==> src/rtl/core/dri_pkg.sv <==
// shared types, constants and the arctangent table of the pose integrator
// no dependencies
`timescale 1ns / 1ps
`default_nettype none

package dri_pkg;

    // field widths
    localparam int SPEED_W   = 16;
    localparam int ANGLE_W   = 16;
    localparam int RATE_W    = 24;
    localparam int STEP_T_W  = 16;
    localparam int POS_W     = 32;
    localparam int HEAD_W    = 32;

    // item operation codes
    localparam logic OP_VEL  = 1'b0;
    localparam logic OP_TICK = 1'b1;

    // rotator setup
    localparam int CORDIC_STEPS = 16;
    localparam int STEP_W       = (CORDIC_STEPS > 1) ? $clog2(CORDIC_STEPS) : 1;
    localparam int ATAN_IDX_W   = 5;
    localparam int ATAN_W       = 30;
    localparam int CW           = 34;
    localparam int PW           = 2 * CW;
    localparam logic signed [CW-1:0] CORDIC_GAIN = 34'sd652032874;

    // product rounding, product is Q2.30 * Q8.8 * Q0.16
    localparam int ROUND_SHIFT = 38;
    localparam int DELTA_W     = PW - ROUND_SHIFT;
    localparam logic signed [PW-1:0] ROUND_BIAS = PW'(1) <<< (ROUND_SHIFT - 1);

    typedef logic [STEP_W-1:0] t_step_idx;

    typedef enum logic [3:0] {
        S_IDLE,
        S_VDT,
        S_INIT,
        S_ROT,
        S_FLIP,
        S_MULX,
        S_MULY,
        S_MULH,
        S_ADDH,
        S_OUT
    } t_state;

    typedef enum logic [1:0] {
        MUL_VDT,
        MUL_X,
        MUL_Y,
        MUL_H
    } t_mul_sel;

    typedef struct packed {
        logic      cordic_init;
        logic      cordic_rot;
        logic      cordic_flip;
        logic      mul_en;
        t_mul_sel  mul_sel;
        logic      vdt_load;
        logic      add_x;
        logic      add_y;
        logic      add_h;
        logic      out_load;
        t_step_idx step;
    } t_dri_ctl;

    // atan(2^-i) in binary angle, 2^32 per turn
    function automatic logic [ATAN_W-1:0] atan_turn(input logic [ATAN_IDX_W-1:0] idx);
        logic [ATAN_W-1:0] v;
        case (idx)
            5'd0:    v = 30'd536870912;
            5'd1:    v = 30'd316933406;
            5'd2:    v = 30'd167458907;
            5'd3:    v = 30'd85004756;
            5'd4:    v = 30'd42667331;
            5'd5:    v = 30'd21354465;
            5'd6:    v = 30'd10679838;
            5'd7:    v = 30'd5340245;
            5'd8:    v = 30'd2670163;
            5'd9:    v = 30'd1335087;
            5'd10:   v = 30'd667544;
            5'd11:   v = 30'd333772;
            5'd12:   v = 30'd166886;
            5'd13:   v = 30'd83443;
            5'd14:   v = 30'd41722;
            5'd15:   v = 30'd20861;
            5'd16:   v = 30'd10430;
            5'd17:   v = 30'd5215;
            5'd18:   v = 30'd2608;
            5'd19:   v = 30'd1304;
            5'd20:   v = 30'd652;
            5'd21:   v = 30'd326;
            5'd22:   v = 30'd163;
            5'd23:   v = 30'd81;
            default: v = 30'd0;
        endcase
        return v;
    endfunction

endpackage

`default_nettype wire

==> src/rtl/core/dri_mul.sv <==
// shared signed multiplier with registered product and the speed-times-step holder
// depends on dri_pkg (control struct, operand select codes)
`timescale 1ns / 1ps
`default_nettype none

module dri_mul import dri_pkg::*; (
    input  logic                       i_clk,
    input  t_dri_ctl                   i_ctl,
    input  logic signed [SPEED_W-1:0]  i_speed,
    input  logic [STEP_T_W-1:0]        i_step_time,
    input  logic signed [RATE_W-1:0]   i_rate,
    input  logic signed [CW-1:0]       i_cos,
    input  logic signed [CW-1:0]       i_sin,
    output logic signed [PW-1:0]       o_prod
);

    logic signed [PW-1:0] r_prod;
    logic signed [CW-1:0] r_vdt;
    logic signed [CW-1:0] w_a, w_b, w_dt;

    assign w_dt = signed'(CW'(i_step_time));

    // operand select
    always_comb begin
        case (i_ctl.mul_sel)
            MUL_VDT: begin
                w_a = CW'(i_speed);
                w_b = w_dt;
            end
            MUL_X: begin
                w_a = i_cos;
                w_b = r_vdt;
            end
            MUL_Y: begin
                w_a = i_sin;
                w_b = r_vdt;
            end
            MUL_H: begin
                w_a = CW'(i_rate);
                w_b = w_dt;
            end
            default: begin
                w_a = '0;
                w_b = '0;
            end
        endcase
    end

    // product register, speed times step kept for both axes
    always_ff @(posedge i_clk) begin
        if (i_ctl.mul_en) begin
            r_prod <= w_a * w_b;
        end
        if (i_ctl.vdt_load) begin
            r_vdt <= r_prod[CW-1:0];
        end
    end

    assign o_prod = r_prod;

endmodule

`default_nettype wire

==> config.mk <==
export PLATFORM = sky130hd
export DESIGN_NAME = dri_mul
export DESIGN_NICKNAME = d
export VERILOG_FILES = /design/src/rtl/core/dri_pkg.sv /design/src/rtl/core/dri_mul.sv
export SDC_FILE = /design/constraint.sdc
export NUM_CORES = 2
export LEC_CHECK = 0
export BUFFER_PORTS_ARGS = -buffer_cell sky130_fd_sc_hd__buf_2
export CAP_MARGIN = 30
export CORE_MARGIN = 2
export CORE_UTILIZATION = 60
export DETAILED_ROUTE_END_ITERATION = 16
export HOLD_SLACK_MARGIN = 0.02
export PLACE_DENSITY_LB_ADDON = 0.08
export SLEW_MARGIN = 15
export SYNTH_ARGS = -nofsm -noshare
export SYNTH_HDL_FRONTEND = slang
export SYNTH_SLANG_ARGS = --single-unit
==> constraint.sdc <==
create_clock -name i_clk -period 12.5 [get_ports i_clk]
set_input_delay 2.5 -clock i_clk [delete_from_list [all_inputs] [get_ports i_clk]]
set_output_delay 2.5 -clock i_clk [all_outputs]
set_load 0.02 [all_outputs]
# Yosys cells after proc, flatten, opt, wreduce, memory -nomap -nowiden
# Cells that the tools add are included.
# W data, S select, Z words.
# totals
register_bits	102
elab_cells	11
inputBits	140
# classes
muxes	2
n_eq_ne	3
n_reduce_logical	3
n_mul	1
# ops
operator	count
$pmux W34 S4	1
$mul A34 B34 Y68	1
$pmux W34 S2	1
$eq A2 B2 Y1 const B	2
$reduce_or A2 Y1	2
$eq A2 B1 Y1 const B	1
$logic_not A2 Y1	1

# Longest topological paths before layout
# logic_depth
depth_word	4
mapped_depth	38
depth_no_buf	34

# Worst setup path before layout
# Ideal clock, no wire load.
# synth_path
path_type	input to register
startpoint	in i_ctl[9] (netlist bit)
endpoint	reg r_prod[67] (netlist: o_prod[67]), data pin
path_slack_ns	1.166
path_buffers	5
setup_time_ns	0.260
t_arrival_ns	11.074
path_stages	32
path_cell_list	inv_1 > ha_1 > clkbuf_1 > clkbuf_1 > clkbuf_1 > mux2i_1 > clkbuf_1 > nor2_1 > fa_1 > inv_1 > fa_1 > inv_1 > fa_1 > fa_1 > inv_1 > fa_1 > fa_1 > fa_1 > fa_1 > inv_1 > ha_1 > clkbuf_1 > a21o_1 > a21o_1 > a221oi_1 > nand2_1 > a21oi_1 > a21o_1 > and3_1 > o31ai_1 > a21oi_1 > xnor2_1
# synth_between
elab_chain_len	4
elab_cells_between_ends	9
cone_classes	1 x mul; 3 x eq/ne; 2 x mux; 3 x reduce/logical
# synth_rtl
element	line_no	text
start: declaration	dri_mul.sv:8	input t_dri_ctl i_ctl,
$eq A2 B2 Y1, or another cell as far along	dri_mul.sv:25	case (i_ctl.mul_sel)
$reduce_or A2 Y1 (no source line)	--	
$pmux W34 S2	dri_mul.sv:25	
$mul A34 B34 Y68 *	dri_mul.sv:52	r_prod <= w_a * w_b;
end signal: assignment	dri_mul.sv:52	
end: declaration	dri_mul.sv:17	logic signed [PW-1:0] r_prod;
# Mark *: on every way between the ends. The rest lies on a longest branch, timed or not.
# A chain may end at the register's enable or synchronous reset.

# Worst setup path after layout
# layout_path
startpoint	in i_ctl[10] (netlist bit)
endpoint	reg r_prod[67] (netlist: o_prod[67]), data pin
# Same word-level chain as after synthesis.

==> flow_summary.json <==
{
  "startpoint_type": "primary input",
  "wl_um": 146000,
  "grt_max_degree": 69,
  "clockBufferDepth": 2,
  "final_cells": 5952,
  "synth_edf_count": 102,
  "dp.cells": 5934,
  "dieArea_sq_mm": 0.0764,
  "synth_top_cells_by_area": "fa_1, inv_1, edfxtp_1, ha_1, nor2_1",
  "syn_to_final_growth_pct": 7.75,
  "finish.utilization": 0.655,
  "synth_nets": 6399,
  "yosys_most_used_dff": "edfxtp_1",
  "numCtsBuffers": 9,
  "synth_common_cells": "fa_1, inv_1, nor2_1",
  "syn_area_sq_mm": 0.0445,
  "cts_resized": 0,
  "yosys.area.top_type": "fa_1",
  "drive_above_1_share": 0.0946,
  "initial_core_util": 0.608,
  "grt_use_total": 0.402,
  "hpwl_um": 122000,
  "syn_avg_cell_area_sq_um": 9.26,
  "vias": 34031,
  "finalHoldViolCount": 0,
  "gp_congestion": 1.00,
  "ys_warn_count": 0,
  "worstPathArrival_ns": 12.05,
  "tritoncts": "yes",
  "relSlewSlack": 0.309,
  "fin_ws_ns": 0.567,
  "yosys_register_bits": 102,
  "ys_seq_area_frac": 0.0688,
  "hp-class": "register to register",
  "drc": 0,
  "final.setup.tns_ns": 0,
  "clk_latency_ns": 0.38,
  "antenna_found_initial": 6,
  "clock-sinks": 102,
  "die_w_um": 276,
  "routedWlPerCell_um": 24.6,
  "synth-async-reset-ratio": 0,
  "worstPathRequired_ns": 12.62,
  "status": "finished clean",
  "cts-root-buf": "clkbuf_16",
  "fin_skew_ns": 0.0197,
  "drtIter0Drc": 3365,
  "synth_top_area_frac": 0.558,
  "drv_cap": 0,
  "fp-row-count": 99,
  "htree_levels": 3,
  "synth_cells": 4810,
  "clk_pin_slew_ns": 0.07,
  "via_per_inst": 5.72,
  "max_freq_ghz": 0.0838,
  "tightest_slew_ns": 1.03,
  "crit_slowest_cell": "o21ai_0",
  "min_period_ns": 11.93,
  "die_y_um": 276,
  "first_global_vias": 35769,
  "cpPeakStageDelay_ns": 0.73,
  "post-cts-setup-buffer-count": 0,
  "drv_slew": 0,
  "dp_slack_ns": 0.342,
  "ys_types": 60,
  "path_class": "primary input to register",
  "grt_pass1_wl_um": 224000,
  "drt_first_pass_iters": 5,
  "cp_common_cell": "fa_1",
  "core_area_sq_mm": 0.0732,
  "ioPinCount": 208,
  "period_share": 0.955,
  "ant_nets": 0,
  "cts-hold-fix-buffers": 0,
  "synth_most_common_cell": "fa_1",
  "setup_viol": 0,
  "final_net_count": 6575,
  "cp_max_fo": 23,
  "rsz0062_at_grt": "false",
  "worstSetupEndpointType": "register",
  "io_buffers": 196,
  "grt.overflow.total": 0
}
## stage by stage
step | instance area, sq um | hold slack [ns]
after global routing | 48000 | 0.458
after detailed placement | 47700 | 0.430
final | 48000 | 0.447
after floorplan | 44500 | 0.589
after global placement | 47700 | 0.429
after CTS | 48000 | 0.450
## flip-flops by register name (all words and copies together) (netlist names)
name	count
o_prod	68
r_vdt	34
## per-layer routing
| metal | vias to the layer above | routed length (um) | track usage | share of wire |
|---|---|---|---|---|
| met5 | - | 47 | 0 | 0.00032 |
| met2 | 2067 | 61400 | 0.575 | 0.42 |
| met1 | 17436 | 56800 | 0.558 | 0.39 |
| li1 | 14191 | - | - | - |
| met4 | 8 | 8230 | 0.182 | 0.056 |
| met3 | 329 | 19900 | 0.138 | 0.14 |
## final timing paths
kind                  startpoint  cells past startpoint                    to  slack, ns
max                    i_ctl[10]                     31  o_prod[67]$_DFFE_PP_       0.57
min          o_prod[4]$_DFFE_PP_                      0    r_vdt[4]$_DFFE_PP_       0.45
max reg2reg  r_vdt[18]$_DFFE_PP_                     25  o_prod[67]$_DFFE_PP_       3.23
min reg2reg  o_prod[4]$_DFFE_PP_                      0    r_vdt[4]$_DFFE_PP_       0.45
## worst max-delay path: cells and delay by family
family          cells  cell delay [ns]
fa+ha+maj          10             5.34
compound gates      6             1.61
buf+inv             9             1.35
simple gates        5             1.09
xor+xnor            1             0.09
## layout by cell type, fill, tap and decap left out, types with 3 or more instances in the layout
cell / netlist / layout
buf_2: 2 / 195
a31oi_1: 15 / 10
a211oi_1: 7 / 7
nor2_1: 668 / 668
o21a_1: 6 / 6
buf_12: 0 / 14
a21o_1: 41 / 41
buf_4: 0 / 182
nand2b_1: 13 / 13
nor4_1: 3 / 3
ha_1: 208 / 207
fa_1: 1241 / 1241
and3_1: 13 / 13
and2_1: 35 / 35
o21ai_0: 37 / 37
clkinvlp_4: 0 / 3
mux2i_2: 0 / 19
a221o_1: 12 / 12
nand4_1: 11 / 11
edfxtp_1: 102 / 102
nand3_1: 30 / 30
nor3_1: 7 / 7
xor2_1: 24 / 24
nand2_1: 634 / 634
and4_1: 3 / 3
nor2b_1: 8 / 8
a21oi_1: 81 / 81
mux2_2: 27 / 27
mux2i_1: 28 / 3
mux2i_4: 0 / 6
inv_1: 1215 / 1215
a22oi_1: 15 / 15
o21bai_1: 8 / 8
a31oi_2: 0 / 5
o211ai_1: 4 / 4
clkbuf_16: 0 / 9
xnor2_1: 51 / 51
## logic make-up after synthesis
logic type               share of synthesized area
adder cells (fa/ha/maj)                      0.616
buffers and inverters                        0.122
AND/OR/NAND/NOR                              0.128
AO/OA/AOI/OAI                               0.0377
flip-flops                                  0.0688
XOR/XNOR                                    0.0148
multiplexers                                0.0131
## final cells by class
type | count | area [sq um]
Sequential cell | 102 | 3060
Clock inverter | 6 | 53.8
Antenna cell | 2 | 5.00
Multi-Input combinational cell | 3267 | 36200
Tap cell | 959 | 1200
Timing Repair Buffer | 391 | 2620
Inverter | 1215 | 4560
Fill cell | 6212 | 25200
Clock buffer | 10 | 229
Power is not shown: default switching activity piles up to over one toggle a cycle in this logic, so the estimate is an artifact.
