[src/rtl/core/dri_pkg.sv]
// shared types, constants and the arctangent table of the pose integrator
// no dependencies
`timescale 1ns / 1ps
`default_nettype none

package dri_pkg;

    // field widths
    localparam int SPEED_W   = 16;
    localparam int ANGLE_W   = 16;
    localparam int RATE_W    = 24;
    localparam int STEP_T_W  = 16;
    localparam int POS_W     = 32;
    localparam int HEAD_W    = 32;

    // item operation codes
    localparam logic OP_VEL  = 1'b0;
    localparam logic OP_TICK = 1'b1;

    // rotator setup
    localparam int CORDIC_STEPS = 16;
    localparam int STEP_W       = (CORDIC_STEPS > 1) ? $clog2(CORDIC_STEPS) : 1;
    localparam int ATAN_IDX_W   = 5;
    localparam int ATAN_W       = 30;
    localparam int CW           = 34;
    localparam int PW           = 2 * CW;
    localparam logic signed [CW-1:0] CORDIC_GAIN = 34'sd652032874;

    // product rounding, product is Q2.30 * Q8.8 * Q0.16
    localparam int ROUND_SHIFT = 38;
    localparam int DELTA_W     = PW - ROUND_SHIFT;
    localparam logic signed [PW-1:0] ROUND_BIAS = PW'(1) <<< (ROUND_SHIFT - 1);

    typedef logic [STEP_W-1:0] t_step_idx;

    typedef enum logic [3:0] {
        S_IDLE,
        S_VDT,
        S_INIT,
        S_ROT,
        S_FLIP,
        S_MULX,
        S_MULY,
        S_MULH,
        S_ADDH,
        S_OUT
    } t_state;

    typedef enum logic [1:0] {
        MUL_VDT,
        MUL_X,
        MUL_Y,
        MUL_H
    } t_mul_sel;

    typedef struct packed {
        logic      cordic_init;
        logic      cordic_rot;
        logic      cordic_flip;
        logic      mul_en;
        t_mul_sel  mul_sel;
        logic      vdt_load;
        logic      add_x;
        logic      add_y;
        logic      add_h;
        logic      out_load;
        t_step_idx step;
    } t_dri_ctl;

    // atan(2^-i) in binary angle, 2^32 per turn
    function automatic logic [ATAN_W-1:0] atan_turn(input logic [ATAN_IDX_W-1:0] idx);
        logic [ATAN_W-1:0] v;
        case (idx)
            5'd0:    v = 30'd536870912;
            5'd1:    v = 30'd316933406;
            5'd2:    v = 30'd167458907;
            5'd3:    v = 30'd85004756;
            5'd4:    v = 30'd42667331;
            5'd5:    v = 30'd21354465;
            5'd6:    v = 30'd10679838;
            5'd7:    v = 30'd5340245;
            5'd8:    v = 30'd2670163;
            5'd9:    v = 30'd1335087;
            5'd10:   v = 30'd667544;
            5'd11:   v = 30'd333772;
            5'd12:   v = 30'd166886;
            5'd13:   v = 30'd83443;
            5'd14:   v = 30'd41722;
            5'd15:   v = 30'd20861;
            5'd16:   v = 30'd10430;
            5'd17:   v = 30'd5215;
            5'd18:   v = 30'd2608;
            5'd19:   v = 30'd1304;
            5'd20:   v = 30'd652;
            5'd21:   v = 30'd326;
            5'd22:   v = 30'd163;
            5'd23:   v = 30'd81;
            default: v = 30'd0;
        endcase
        return v;
    endfunction

endpackage

`default_nettype wire

[src/rtl/core/dri_seq.sv]
// sequencer of the tick computation: rotator steps, multiplies and accumulator updates
// depends on dri_pkg (state enum, control struct)
`timescale 1ns / 1ps
`default_nettype none

module dri_seq import dri_pkg::*; (
    input  logic      i_clk,
    input  logic      i_rst_n,
    input  logic      i_tick_start,
    input  logic      i_out_free,
    output logic      o_in_ready,
    output t_dri_ctl  o_ctl
);

    localparam t_step_idx LAST_STEP = STEP_W'(CORDIC_STEPS - 1);

    t_state    r_state, n_state;
    t_step_idx r_step, n_step;

    always_ff @(posedge i_clk) begin
        if (!i_rst_n) begin
            r_state <= S_IDLE;
            r_step  <= '0;
        end else begin
            r_state <= n_state;
            r_step  <= n_step;
        end
    end

    // next state and control
    always_comb begin
        n_state    = r_state;
        n_step     = r_step;
        o_in_ready = 1'b0;
        o_ctl      = '0;
        o_ctl.step = r_step;
        case (r_state)
            S_IDLE: begin
                o_in_ready = 1'b1;
                if (i_tick_start) begin
                    n_state = S_VDT;
                end
            end
            S_VDT: begin
                o_ctl.mul_en  = 1'b1;
                o_ctl.mul_sel = MUL_VDT;
                n_state       = S_INIT;
            end
            S_INIT: begin
                o_ctl.vdt_load    = 1'b1;
                o_ctl.cordic_init = 1'b1;
                n_step            = '0;
                n_state           = S_ROT;
            end
            S_ROT: begin
                o_ctl.cordic_rot = 1'b1;
                if (r_step == LAST_STEP) begin
                    n_state = S_FLIP;
                end else begin
                    n_step = r_step + 1'b1;
                end
            end
            S_FLIP: begin
                o_ctl.cordic_flip = 1'b1;
                n_state           = S_MULX;
            end
            S_MULX: begin
                o_ctl.mul_en  = 1'b1;
                o_ctl.mul_sel = MUL_X;
                n_state       = S_MULY;
            end
            S_MULY: begin
                o_ctl.mul_en  = 1'b1;
                o_ctl.mul_sel = MUL_Y;
                o_ctl.add_x   = 1'b1;
                n_state       = S_MULH;
            end
            S_MULH: begin
                o_ctl.mul_en  = 1'b1;
                o_ctl.mul_sel = MUL_H;
                o_ctl.add_y   = 1'b1;
                n_state       = S_ADDH;
            end
            S_ADDH: begin
                o_ctl.add_h = 1'b1;
                n_state     = S_OUT;
            end
            S_OUT: begin
                if (i_out_free) begin
                    o_ctl.out_load = 1'b1;
                    n_state        = S_IDLE;
                end
            end
            default: begin
                n_state = S_IDLE;
            end
        endcase
    end

endmodule

`default_nettype wire

[config.mk]
export PLATFORM = sky130hd
export DESIGN_NAME = dri_seq
export DESIGN_NICKNAME = d
export VERILOG_FILES = /design/src/rtl/core/dri_pkg.sv /design/src/rtl/core/dri_seq.sv
export SDC_FILE = /design/constraint.sdc
export NUM_CORES = 1
export LEC_CHECK = 0
export BUFFER_PORTS_ARGS = -buffer_cell sky130_fd_sc_hd__buf_4
export CAP_MARGIN = 20
export CORE_MARGIN = 4
export CORE_UTILIZATION = 35
export CTS_CLUSTER_DIAMETER = 80
export DETAILED_ROUTE_END_ITERATION = 6
export GPL_TIMING_DRIVEN = 0
export PLACE_DENSITY = 0.65
export SLEW_MARGIN = 30
export SYNTH_ARGS = -nofsm -noshare
export SYNTH_HDL_FRONTEND = slang
export SYNTH_SLANG_ARGS = --single-unit
[constraint.sdc]
create_clock -name i_clk -period 1.8 [get_ports i_clk]
set_input_delay 0.27 -clock i_clk [delete_from_list [all_inputs] [get_ports i_clk]]
set_output_delay 0.27 -clock i_clk [all_outputs]
set_load 0.01 [all_outputs]
# [After elaboration in Yosys (flattened, before gate mapping)]
# Cells that the tools add are included.
[classes] reduce_logical=4 n_addsub=1 n_eq_ne=14 div_mod_pow=0 n_shift=0 mul=0 muxes=16 order_cmp=0 bitwise_logic=0
[op_table] cell="4-bit case mux with 10 select lines" count=1
[op_table] cell="4-bit by 3-bit == test with 1-bit output (second input constant)" count=4
[op_table] cell="4-bit 2-to-1 mux" count=4
[op_table] cell="4-bit == test (second input constant)" count=3
[op_table] cell="3-bit case mux with 4 select lines" count=1
[op_table] cell="1-bit 2-to-1 mux" count=9
[op_table] cell="4-bit by 2-bit == test with 1-bit output (second input constant)" count=2
[op_table] cell="2-bit inequality test (second input constant)" count=4
[op_table] cell="4-bit case mux with 2 select lines" count=1
[op_table] cell="4-bit by 1-bit adder with 4-bit output (second input constant)" count=1
[op_table] cell="4-bit by 1-bit == test with 1-bit output (second input constant)" count=1
[op_table] cell="4-bit logical NOT" count=1
[op_table] cell="3-bit AND reduction" count=1
[op_table] cell="2-bit AND reduction" count=1
[op_table] cell="2-bit nonzero test" count=1
[totals] output_inout_bits=16 n_memories=0 reg_bits=8 wordCells=37 latchBits=0 ram_bits=0 mem_bits_ro=0

# [Logic depth before layout (Yosys ltp)]
# Gate-level depths: netlist of run 1.
[logic_depth] ltp_word=3 mapped_depth=4 ltp_nobuf=4

# [Worst setup path after synthesis of run 1]
# Ideal clock, no wire load.
[synth_timing] path_kind="register to register" start="register r_state[1]" end="register r_step[3]" n_path_buf=1 required_time_ps=1726 slack_ps=278 path_stages_with_launch=5 arrival_time_ps=1447 cell_sequence="dfxtp_1 buf_6 or3b_4 or4b_1 a31oi_1"
[synth_between] elab_chain_cells=3
[synth_lines] element="from (decl)" line_no="dri_seq.sv:17" text="t_state r_state, n_state;"
[synth_lines] element="from (signal assigned)" line_no="dri_seq.sv:25" text="r_state <= n_state;"
[synth_lines] element="4-bit by 2-bit == test with 1-bit output" line_no="dri_seq.sv:37" text="case (r_state)"
[synth_lines] element="2-bit inequality test (no line) / 2-bit nonzero test (equally long branches)"
[synth_lines] element="2-bit AND reduction (no line)"
[synth_lines] element="to (signal assigned)" line_no="dri_seq.sv:26" text="r_step <= n_step;"
[synth_lines] element="to (decl)" line_no="dri_seq.sv:18" text="t_step_idx r_step, n_step;"
# Parallel ways exist; a longest one is shown, timed or not.
# A chain may end at the register's enable or synchronous reset.

==> results of run 1 <==
registers in the layout (all words and copies together), names as in the netlist:
signal and flops:
r_step 4, r_state 4
per-layer routing:
layer	part of all wire, %	wire, um	up-vias	global-route usage, %
met5	0	0	-	0
met4	2.2	31	0	10.23
met3	5.2	72	5	5.859
met2	49	674	14	21.70
met1	44	610	260	18.37
li1	-	-	300	-
cell families after synthesis:
group | Yosys count
mux | 1
simple gates | 36
flops | 8
buf+inv | 10
fa+ha+maj | 1
compound gates | 14
cells in the final DEF (no fill, tap or decap), drive strengths merged, types with 2 or more instances in the layout:
cell,count
inv,4
dfxtp,8
nor2,6
nor2b,2
nand3,7
nand2,8
and2,2
a211oi,2
o21ai,3
a31oi,3
and3,2
buf,24
a21oi,3
clkbuf,7
power by group:
group	total, W	switching [W]	internal (W)
registers	0.000189	0.00000527	0.000184
clock network	0.000147	0.0000701	0.0000769
logic	0.000128	0.0000622	0.0000661
stage by stage:
stage / util, % / TNS (ps) / instance area [sq um] / setup WS, ps
floorplan: - / 0 / 516.7 / 278.4
global placement: 50.23 / -1.550 / 678.2 / -1.550
detailed placement: 50.23 / 0 / 678.2 / 15.02
CTS: 53.38 / 0 / 720.7 / 27.15
global route: 55.51 / -36.34 / 749.5 / -36.34
finish: 55.51 / 0 / 749.5 / 40.43
area by class of cell:
| type | instances | area, sq um |
|---|---|---|
| clock buffer | 3 | 22.52 |
| fill | 137 | 600.6 |
| tap | 15 | 18.77 |
| sequential | 8 | 160.2 |
| buffer | 6 | 42.54 |
| inverter | 4 | 15.01 |
| multi-input combinational | 52 | 325.3 |
| timing repair buffer | 22 | 165.2 |
timing repair:
| action | CTS | global route |
|---|---|---|
| endpoints found under the hold margin | 0 | 0 |
| endpoints found under the setup margin | 8 | 6 |
| buffers inserted | 0 | 3 |
| gates resized for setup | 5 | 6 |
| pin swaps | 0 | 1 |
worst min-delay path: stages:
cell and delay (ps):
buf_4 100, inv_1 40, a221oi_1 60
path summary, 6_finish.rpt:
path / start / depth (start not counted) / end / slack [ps]
hold / removal: i_tick_start / 3 / r_state[0]$_SDFFE_PN0P_ / 260
setup reg to reg: r_state[1]$_SDFFE_PN0P_ / 4 / r_step[3]$_SDFFE_PN0P_ / 200
hold reg to reg: r_step[0]$_SDFFE_PN0P_ / 2 / r_step[0]$_SDFFE_PN0P_ / 540
setup / recovery: r_state[1]$_SDFFE_PN0P_ / 5 / o_ctl[14] / 40
==> impl_results.md, run 1 <==
* Status: complete, no violations
* Most used cell, CP: buf_4
* First-pass GRT wire length at 2201 um
* Length of the first detailed-routing pass in iterations at 4
* Drt total wl at 1389 um
* Max Root-Sink Buffers at 2
* Clock-pin transition on the worst setup and hold timing paths at 60 ps
* Final-report setup violation count at 0
* CP startpoint kind: flip-flop
* Quantity of I/O buffers inserted on ports at 19
* FP Rows at 13
* Total I/O pin count at 20
* Post-route DRC violation count at 0
* Share of layout cells above drive strength 1 at 34.74%
* Number of global-route vias before repair at 493
* Number of vias after detailed routing at 579
* Number of non-filler instances in the completed layout at 110
* Max-Slew Margin vs Limit at 71.76%
* Number of nets in the final layout at 102
* Synthesized area at 516.7 sq um
* Gate family responsible for the most delay along the worst path: simple AND/OR/NAND/NOR gates
* Slowest CP cell: or3b_4
* Die width at 46.43 um
* Post-synth EDFFs at 0
* Crit end category: output port
* Critical path's largest stage delay at 420 ps
* Global placement routability congestion at 0.8116
* PD cells at 619.5 nW/um^2
* Clock tree from TritonCTS: done
* Post-synthesis cell count at 70
* Final count of pins violating max slew at 0
* Post-layout power at 0.0004643 W
* Required time reported for the critical path endpoint at 1530 ps
* Final period util at 97.75%
* Via density per instance at 5.264
* Initial Util at 38.28%
* Buffering stage count on the worst path with inverters included at 3
* Cell at the root of the clock tree: clkbuf_4
* Net count of the mapped netlist at 75
* Adder and majority gate portion of the synthesized area at 2.421%
* Worst-path cell chain: buf_6 -> or3b_4 -> nor2_1 -> buf_4 -> buf_4
* Sequential element share of the synthesized area at 30.99%
* Fraction of the mapped netlist area in simple logic gates at 38.01%
* Proportion of register bits with asynchronous set or reset after synthesis at 0%
* Actual slew at the worst max-slew pin at 423.7 ps
* Data arrival time of the critical path at 1490 ps
* Synth warn at 0
* Top cell types by occurrence after synthesis: 8 x dfxtp_1, 8 x nand2_1, 7 x nand3_1
* Hold buffers post-CTS at 0
* Dominant cells by area after synthesis: dfxtp_1 31%, nand3_1 6.8%, nand2_1 5.8%
* Share of synthesized area spent on multiplexers at 1.937%
* Area fraction in compound gates after synthesis at 17.19%
* Main synth FF type: dfxtp_1
* Clock insertion delay at the later pin of the skew report at 270 ps
* Sinks on Clock Net at 8
* Biggest area consumer among synthesized cells: dfxtp_1
* Final Hold Vio Count at 0
* Number of placed instances, taps included at 104
* Worst Path Class, Setup: reg2out
* Max-cap violations at 0
* Min cycle time layout at 1760 ps
* Share of the synthesized area in the top cell type at 30.99%
* Die Footprint at 2155 sq um
* Skew final at 7.743 ps
* Largest family of logic cells by synthesized area: simple AND/OR/NAND/NOR gates
* Maximum number of pins on one net before global-route repair at 11
* Worst voltage drop across the vdd grid at 0.3552 mV
* Leakage dissipation at 0.3332 nW
* Number of unique standard cell types used by synthesis at 29
* Number of CTS-inserted buffers at 3
* Achievable Freq at 568.3 MHz
* Path class of the lowest-slack min-delay path: in2reg
* Global-route congestion overflow total at 0
* Area growth, synth to finish at 45.04%
* Average wire per standard cell at 12.63 um
* Synthesized area divided by synthesized cell count at 7.382 sq um
* Largest fanout of any net on the critical path at 9
* Initial antenna violation count at 0
* FF+latch count, synth at 8
* Total half-perimeter wirelength after legalization and detailed placement at 973.1 um
* Number of DRC markers in iteration 0 at 27
* Total global routing track utilization at 15.15%
* Vertical die dimension at 46.43 um
* Setup repair after global routing missed its margin: true
* Number of diodes at 0
* Detail Route Antenna Nets at 0
* Core Region at 1350 sq um
* Final hold slack at 260.0 ps
* Post-synthesis share of cell area spent on xor and xnor gates at 0%
* H-tree depth reported by CTS at 1
(Power assumes the default switching activity.)
==> run 2, diff against run 1 <==
--- a/config.mk
+++ b/config.mk
@@ -12,7 +12,7 @@
 export CTS_CLUSTER_DIAMETER = 80
 export DETAILED_ROUTE_END_ITERATION = 6
 export GPL_TIMING_DRIVEN = 0
-export PLACE_DENSITY = 0.65
+export PLACE_DENSITY = 0.72
 export SLEW_MARGIN = 30
 export SYNTH_ARGS = -nofsm -noshare
 export SYNTH_HDL_FRONTEND = slang
==> impl_results.md, run 2 (synthesis results as in run 1) <==
* Met1 Use GR at 16.63% (-1.7 points)
* Quantity of I/O buffers inserted on ports at 19 (unchanged)
* Final-report setup violation count at 0 (unchanged)
* Number of global-route vias before repair at 520 (+5.5%)
* Die Footprint at 2155 sq um (unchanged)
* Final hold slack at 279.4 ps (+19.44 ps)
* Actual slew at the worst max-slew pin at 318.5 ps (-105.2 ps)
* Most used cell, CP: buf_4
* Crit end category: output port
* CP startpoint kind: flip-flop
* Most common library cell in the layout ignoring fill and taps: buf_4
* Maximum number of pins on one net before global-route repair at 11 (unchanged)
* Clock tree from TritonCTS: done
* Total half-perimeter wirelength after legalization and detailed placement at 998.7 um (+2.6%)
* Worst hold path stage count at 3 (unchanged)
* Hold buffers post-CTS at 0 (unchanged)
* Area after detailed placement at 678.2 sq um (unchanged)
* Largest fanout of any net on the critical path at 9 (unchanged)
* Leading cell types in the layout, fill and taps excluded: 22 x buf_4, 8 x nand2_1, 8 x dfxtp_1
* Slowest CP cell: or3b_4
* Number of vias after detailed routing at 603 (+4.1%)
* Detail Route Antenna Nets at 0 (unchanged)
* Top Usage Layer GRT: met2
* Final Hold Vio Count at 0 (unchanged)
* Core Region at 1350 sq um (unchanged)
* Vertical die dimension at 46.43 um (unchanged)
* Global Route met2 Usage at 23.08% (+1.4 points)
* Total I/O pin count at 20 (unchanged)
* Average wire per standard cell at 12.91 um (+2.2%)
* Status: complete, no violations
* Number of CTS-inserted buffers at 3 (unchanged)
* Setup slack after layout at 94.77 ps (+54.34 ps)
* Max-cap violations at 0 (unchanged)
* Path class of the lowest-slack min-delay path: in2reg
* M3 GR Usage at 4.688% (-1.2 points)
* Worst setup timing slack at the placement stage at -15.51 ps (-30.52 ps)
* Critical path's largest stage delay at 410 ps (about the same)
* Skew final at 4.454 ps (-3.289 ps)
* Register-to-Register Path Depth at 4 (unchanged)
* Max-Slew Margin vs Limit at 78.57% (+6.8 points)
* Cell at the root of the clock tree: clkbuf_4
* Setup repair after global routing missed its margin: false
* Initial Util at 38.28% (unchanged)
* Min cycle time layout at 1705 ps (-54.34 ps)
* H-tree depth reported by CTS at 1 (unchanged)
* Leakage dissipation at 0.3312 nW (-0.60%)
* Via density per instance at 5.532 (+5.1%)
* Required time reported for the critical path endpoint at 1530 ps (about the same)
* Max Root-Sink Buffers at 2 (unchanged)
* FP Rows at 13 (unchanged)
* Length of the first detailed-routing pass in iterations at 4 (unchanged)
* Sinks on Clock Net at 8 (unchanged)
* Area growth, synth to finish at 43.83%
* Worst-path cell chain: buf_6 -> or3b_4 -> nor2_2 -> buf_4 -> buf_4
* Initial antenna violation count at 0 (unchanged)
* Global placement routability congestion at 0.8355 (+2.9%)
* Worst voltage drop across the vdd grid at 0.3201 mV (-9.9%)
* Total global routing track utilization at 13.77% (-1.4 points)
* Final period util at 94.74% (-3.0 points)
* Number of nets in the final layout at 101 (-0.98%)
* Share of layout cells above drive strength 1 at 36.17% (+1.4 points)
* Clock-pin transition on the worst setup and hold timing paths at 50 ps (about the same)
* Number of diodes at 0 (unchanged)
* Clock insertion delay at the later pin of the skew report at 250 ps (-20 ps)
* Largest registers: r_state (4), r_step (4)
* Global-route congestion overflow total at 0 (unchanged)
* First-pass GRT wire length at 2159 um (-1.9%)
* Area of all placed cells without fillers at 743.2 sq um (-0.83%)
* Number of DRC markers in iteration 0 at 18 (-33%)
* Drt total wl at 1407 um (+1.3%)
* Post-route DRC violation count at 0 (unchanged)
* PD cells at 603.0 nW/um^2 (-2.7%)
* Die width at 46.43 um (unchanged)
* Achievable Freq at 586.4 MHz (+3.2%)
* Final count of pins violating max slew at 0 (unchanged)
* Data arrival time of the critical path at 1440 ps (-50 ps)
* Worst Path Class, Setup: reg2out
==> run 2: where the power goes <==
part / total, W / internal, W / leakage, nW / switching (W)
clock: 0.000133 / 0.0000760 / 0.0138 / 0.0000574
sequential: 0.000189 / 0.000184 / 0.0650 / 0.00000549
combinational: 0.000125 / 0.0000626 / 0.252 / 0.0000626
==> run 2: path summary, 6_finish.rpt <==
| check | from | to | slack (ps) |
|---|---|---|---|
| min | i_tick_start | r_state[0]$_SDFFE_PN0P_ | 280 |
| max | r_state[1]$_SDFFE_PN0P_ | o_ctl[14] | 90 |
| max reg2reg | r_state[1]$_SDFFE_PN0P_ | r_step[3]$_SDFFE_PN0P_ | 190 |
| min reg2reg | r_step[0]$_SDFFE_PN0P_ | r_step[0]$_SDFFE_PN0P_ | 540 |
==> run 2: worst max-delay path, delay by kind of cell (launching register included) <==
family | cells | cell delay [ps]
and+or+nand+nor | 2 | 520
DFF | 1 | 320
buffers and inverters | 3 | 340
==> run 2: through the flow <==
step,setup TNS (ps),instances,total power (W),utilization [%]
finish,0,109,0.0004481,55.05
CTS,0,107,0.0004436,52.92
floorplan,0,70,0.0002615,-
global placement,0,104,0.0003008,50.23
detailed placement,-15.51,104,0.0003023,50.23
global route,0,109,0.0004774,55.05
==> run 2: timing repair <==
action | 4_1_cts | 5_1_grt
endpoints found under the setup margin | 8 | 7
pin swaps | 0 | 1
buffers inserted | 0 | 2
gates resized for setup | 4 | 9
==> run 2: layout make-up <==
type / count / area, sq um
repair buffers: 21 / 157.7
plain buffers: 6 / 41.29
flip-flops and latches: 8 / 160.2
fillers: 133 / 606.8
well taps: 15 / 18.77
clock buffers: 3 / 22.52
inverters: 4 / 15.01
multi-input cells: 52 / 327.8
==> run 2: per-layer routing <==
layer / share of wire (%) / wire length (um) / vias up
met3: 4.4 / 62 / 2
met5: 0 / 0 / -
met1: 44 / 622 / 285
li1: - / - / 299
met4: 0.85 / 12 / 0
met2: 50 / 709 / 17
==> run 3, diff against run 2 <==
==> constraint.sdc (replaced) <==
create_clock -name i_clk -period 1.95 [get_ports i_clk]
set_input_delay 0.2925 -clock i_clk [delete_from_list [all_inputs] [get_ports i_clk]]
set_output_delay 0.2925 -clock i_clk [all_outputs]
set_load 0.01 [all_outputs]
==> impl_results.md, run 3 (synthesis results as in run 1) <==
* Clock tree from TritonCTS: done
* Number of CTS-inserted buffers at 3 (unchanged)
* Number of DRC markers in iteration 0 at 11 (-7)
* Crit end category: output port
* Register-to-Register Path Depth at 4 (unchanged)
* Path class of the lowest-slack min-delay path: in2reg
* Data arrival time of the critical path at 1520 ps (+80 ps)
* Worst Path Class, Setup: reg2out
* Post-layout power at 0.0004008 W (-11%)
* Total negative slack at 0 ps (unchanged)
* Logic gate share of total power at 25.5% (-2.4 points)
* Skew final at 4.133 ps (-0.3215 ps)
* CP startpoint kind: flip-flop
* Global-route congestion overflow total at 0 (unchanged)
* Share of layout cells above drive strength 1 at 30.43% (-5.7 points)
* Clock network fraction of total power at 30.9% (+1.1 points)
* Core Region at 1350 sq um (unchanged)
* First-pass GRT wire length at 2125 um (-1.6%)
* H-tree depth reported by CTS at 1 (unchanged)
* Leakage dissipation at 0.3134 nW (-5.4%)
* Final-report setup violation count at 0 (unchanged)
* Most common library cell in the layout ignoring fill and taps: buf_4
* Largest registers: r_state (4), r_step (4)
* PD cells at 566.0 nW/um^2 (-6.1%)
* FP Rows at 13 (unchanged)
* NetSw at 0.0001121 W (-11%)
* Clock insertion delay at the later pin of the skew report at 250 ps (about the same)
* Setup repair after global routing missed its margin: false
* Quantity of I/O buffers inserted on ports at 19 (unchanged)
* Min cycle time layout at 1817 ps
* Final count of pins violating max slew at 0 (unchanged)
* Max Root-Sink Buffers at 2 (unchanged)
* Power share of the sequential group at 43.6% (+1.3 points)
* Global Route met2 Usage at 22.80% (-0.27 points)
* Average wire per standard cell at 12.09 um (-6.3%)
* Global placement routability congestion at 0.8355 (unchanged)
* Required time reported for the critical path endpoint at 1660 ps (+130 ps)
* Detail Route Antenna Nets at 0 (unchanged)
* Via density per instance at 5.364 (-3.0%)
* Reg-to-reg startpoint: r_state[1]$_SDFFE_PN0P_
* Number of global-route vias before repair at 522 (+0.38%)
* Hold Startpoint: i_tick_start
* Worst hold path stage count at 3 (unchanged)
* Post-route DRC violation count at 0 (unchanged)
* Sinks on Clock Net at 8 (unchanged)
* Actual slew at the worst max-slew pin at 445.5 ps (+126.9 ps)
* Max-Slew Margin vs Limit at 70.17% (-8.4 points)
* Die width at 46.43 um (unchanged)
* Initial Util at 38.28% (unchanged)
* M3 GR Usage at 4.688% (unchanged)
* Reg-to-reg setup timing slack at 350 ps (+160 ps)
* P_int at 0.0002887 W (-11%)
* End of the worst register-to-register path: r_step[3]$_SDFFE_PN0P_
* Status: complete, no violations
* Vertical die dimension at 46.43 um (unchanged)
* Area growth, synth to finish at 37.05%
* Worst min-delay path endpoint: r_state[0]$_SDFFE_PN0P_
* Initial antenna violation count at 0 (unchanged)
* Drt total wl at 1294 um (-8.0%)
* Total I/O pin count at 20 (unchanged)
* Number of vias after detailed routing at 574 (-4.8%)
* Clock-pin transition on the worst setup and hold timing paths at 50 ps (about the same)
* Sw frac at 27.97% (-0.030 points)
* Final period util at 93.16%
* Met1 Use GR at 16.17% (-0.46 points)
* Number of diodes at 0 (unchanged)
* Total global routing track utilization at 13.53% (-0.24 points)
* Length of the first detailed-routing pass in iterations at 4 (unchanged)
* Worst voltage drop across the vdd grid at 0.2955 mV (-7.7%)
* Final Hold Vio Count at 0 (unchanged)
* Cell at the root of the clock tree: clkbuf_4
* Maximum number of pins on one net before global-route repair at 11 (unchanged)
* Top Usage Layer GRT: met2
* Max-cap violations at 0 (unchanged)
* Total half-perimeter wirelength after legalization and detailed placement at 998.7 um (unchanged)
* Die Footprint at 2155 sq um (unchanged)
* Largest fanout of any net on the critical path at 10 (+1)
* Leading cell types in the layout, fill and taps excluded: 20 x buf_4, 8 x nand2_1, 8 x dfxtp_1
* Number of nets in the final layout at 99 (-2.0%)
* Achievable Freq at 550.5 MHz
==> run 3: how the worst max path moves through the flow <==
| stage | from | end | cells after the start |
|---|---|---|---|
| after floorplan | r_state[1]$_SDFFE_PN0P_ | r_step[3]$_SDFFE_PN0P_ | 4 |
| after global placement | r_state[3]$_SDFFE_PN0P_ | o_ctl[13] | 4 |
| after detailed placement | r_state[3]$_SDFFE_PN0P_ | o_ctl[13] | 4 |
| after CTS | r_state[0]$_SDFFE_PN0P_ | o_ctl[14] | 5 |
| after global routing | r_state[3]$_SDFFE_PN0P_ | o_ctl[13] | 4 |
| final | r_state[3]$_SDFFE_PN0P_ | o_ctl[13] | 4 |
==> run 3: power groups by stage <==
stage / clock network, W / registers, W / logic (W)
after floorplan: 0 / 0.000178 / 0.0000639
after global placement: 0 / 0.000178 / 0.0000998
after detailed placement: 0 / 0.000178 / 0.000101
after CTS: 0.000130 / 0.000175 / 0.000102
after global routing: 0.000140 / 0.000175 / 0.000112
final: 0.000124 / 0.000175 / 0.000102
==> run 3: final cells by class <==
type | count | area [sq um]
Fill cell | 137 | 641.9
Timing Repair Buffer | 19 | 142.6
Clock buffer | 3 | 22.52
Inverter | 4 | 15.01
Buffer | 6 | 36.28
Multi-Input combinational cell | 52 | 312.8
Tap cell | 15 | 18.77
Sequential cell | 8 | 160.2
==> run 3: critical path: stages, from the launching register on <==
cell	delay [ps]
dfxtp_1	320
clkbuf_1	210
nor3b_2	440
and2_1	190
buf_4	110
==> run 3: per-stage QoR <==
stage               worst slack, ps  instance area [sq um]  util, %  hold WS, ps  cells
CTS                           57.36                  706.9    52.36        300.5    107
global route                  8.913                  708.2    52.46        314.8    107
finish                        133.3                  708.2    52.46        301.7    107
floorplan                     428.4                  516.7        -        428.2     70
global placement              163.3                  678.2    50.23        518.3    104
detailed placement            112.0                  678.2    50.23        530.5    104
==> run 3: timing repair <==
item                       4_1_cts  5_1_grt
setup buffers                    0        0
cloned                           0        0
setup endpoints to repair        5        4
hold buffers                     0        0
resized for setup                2        2
==> run 3: metal layers <==
layer / share of wire [%] / up-vias / wire (um)
met4: 0 / 0 / 0
li1: - / 295 / -
met5: 0 / - / 0
met3: 4.9 / 0 / 63
met1: 44 / 266 / 575
met2: 51 / 13 / 655
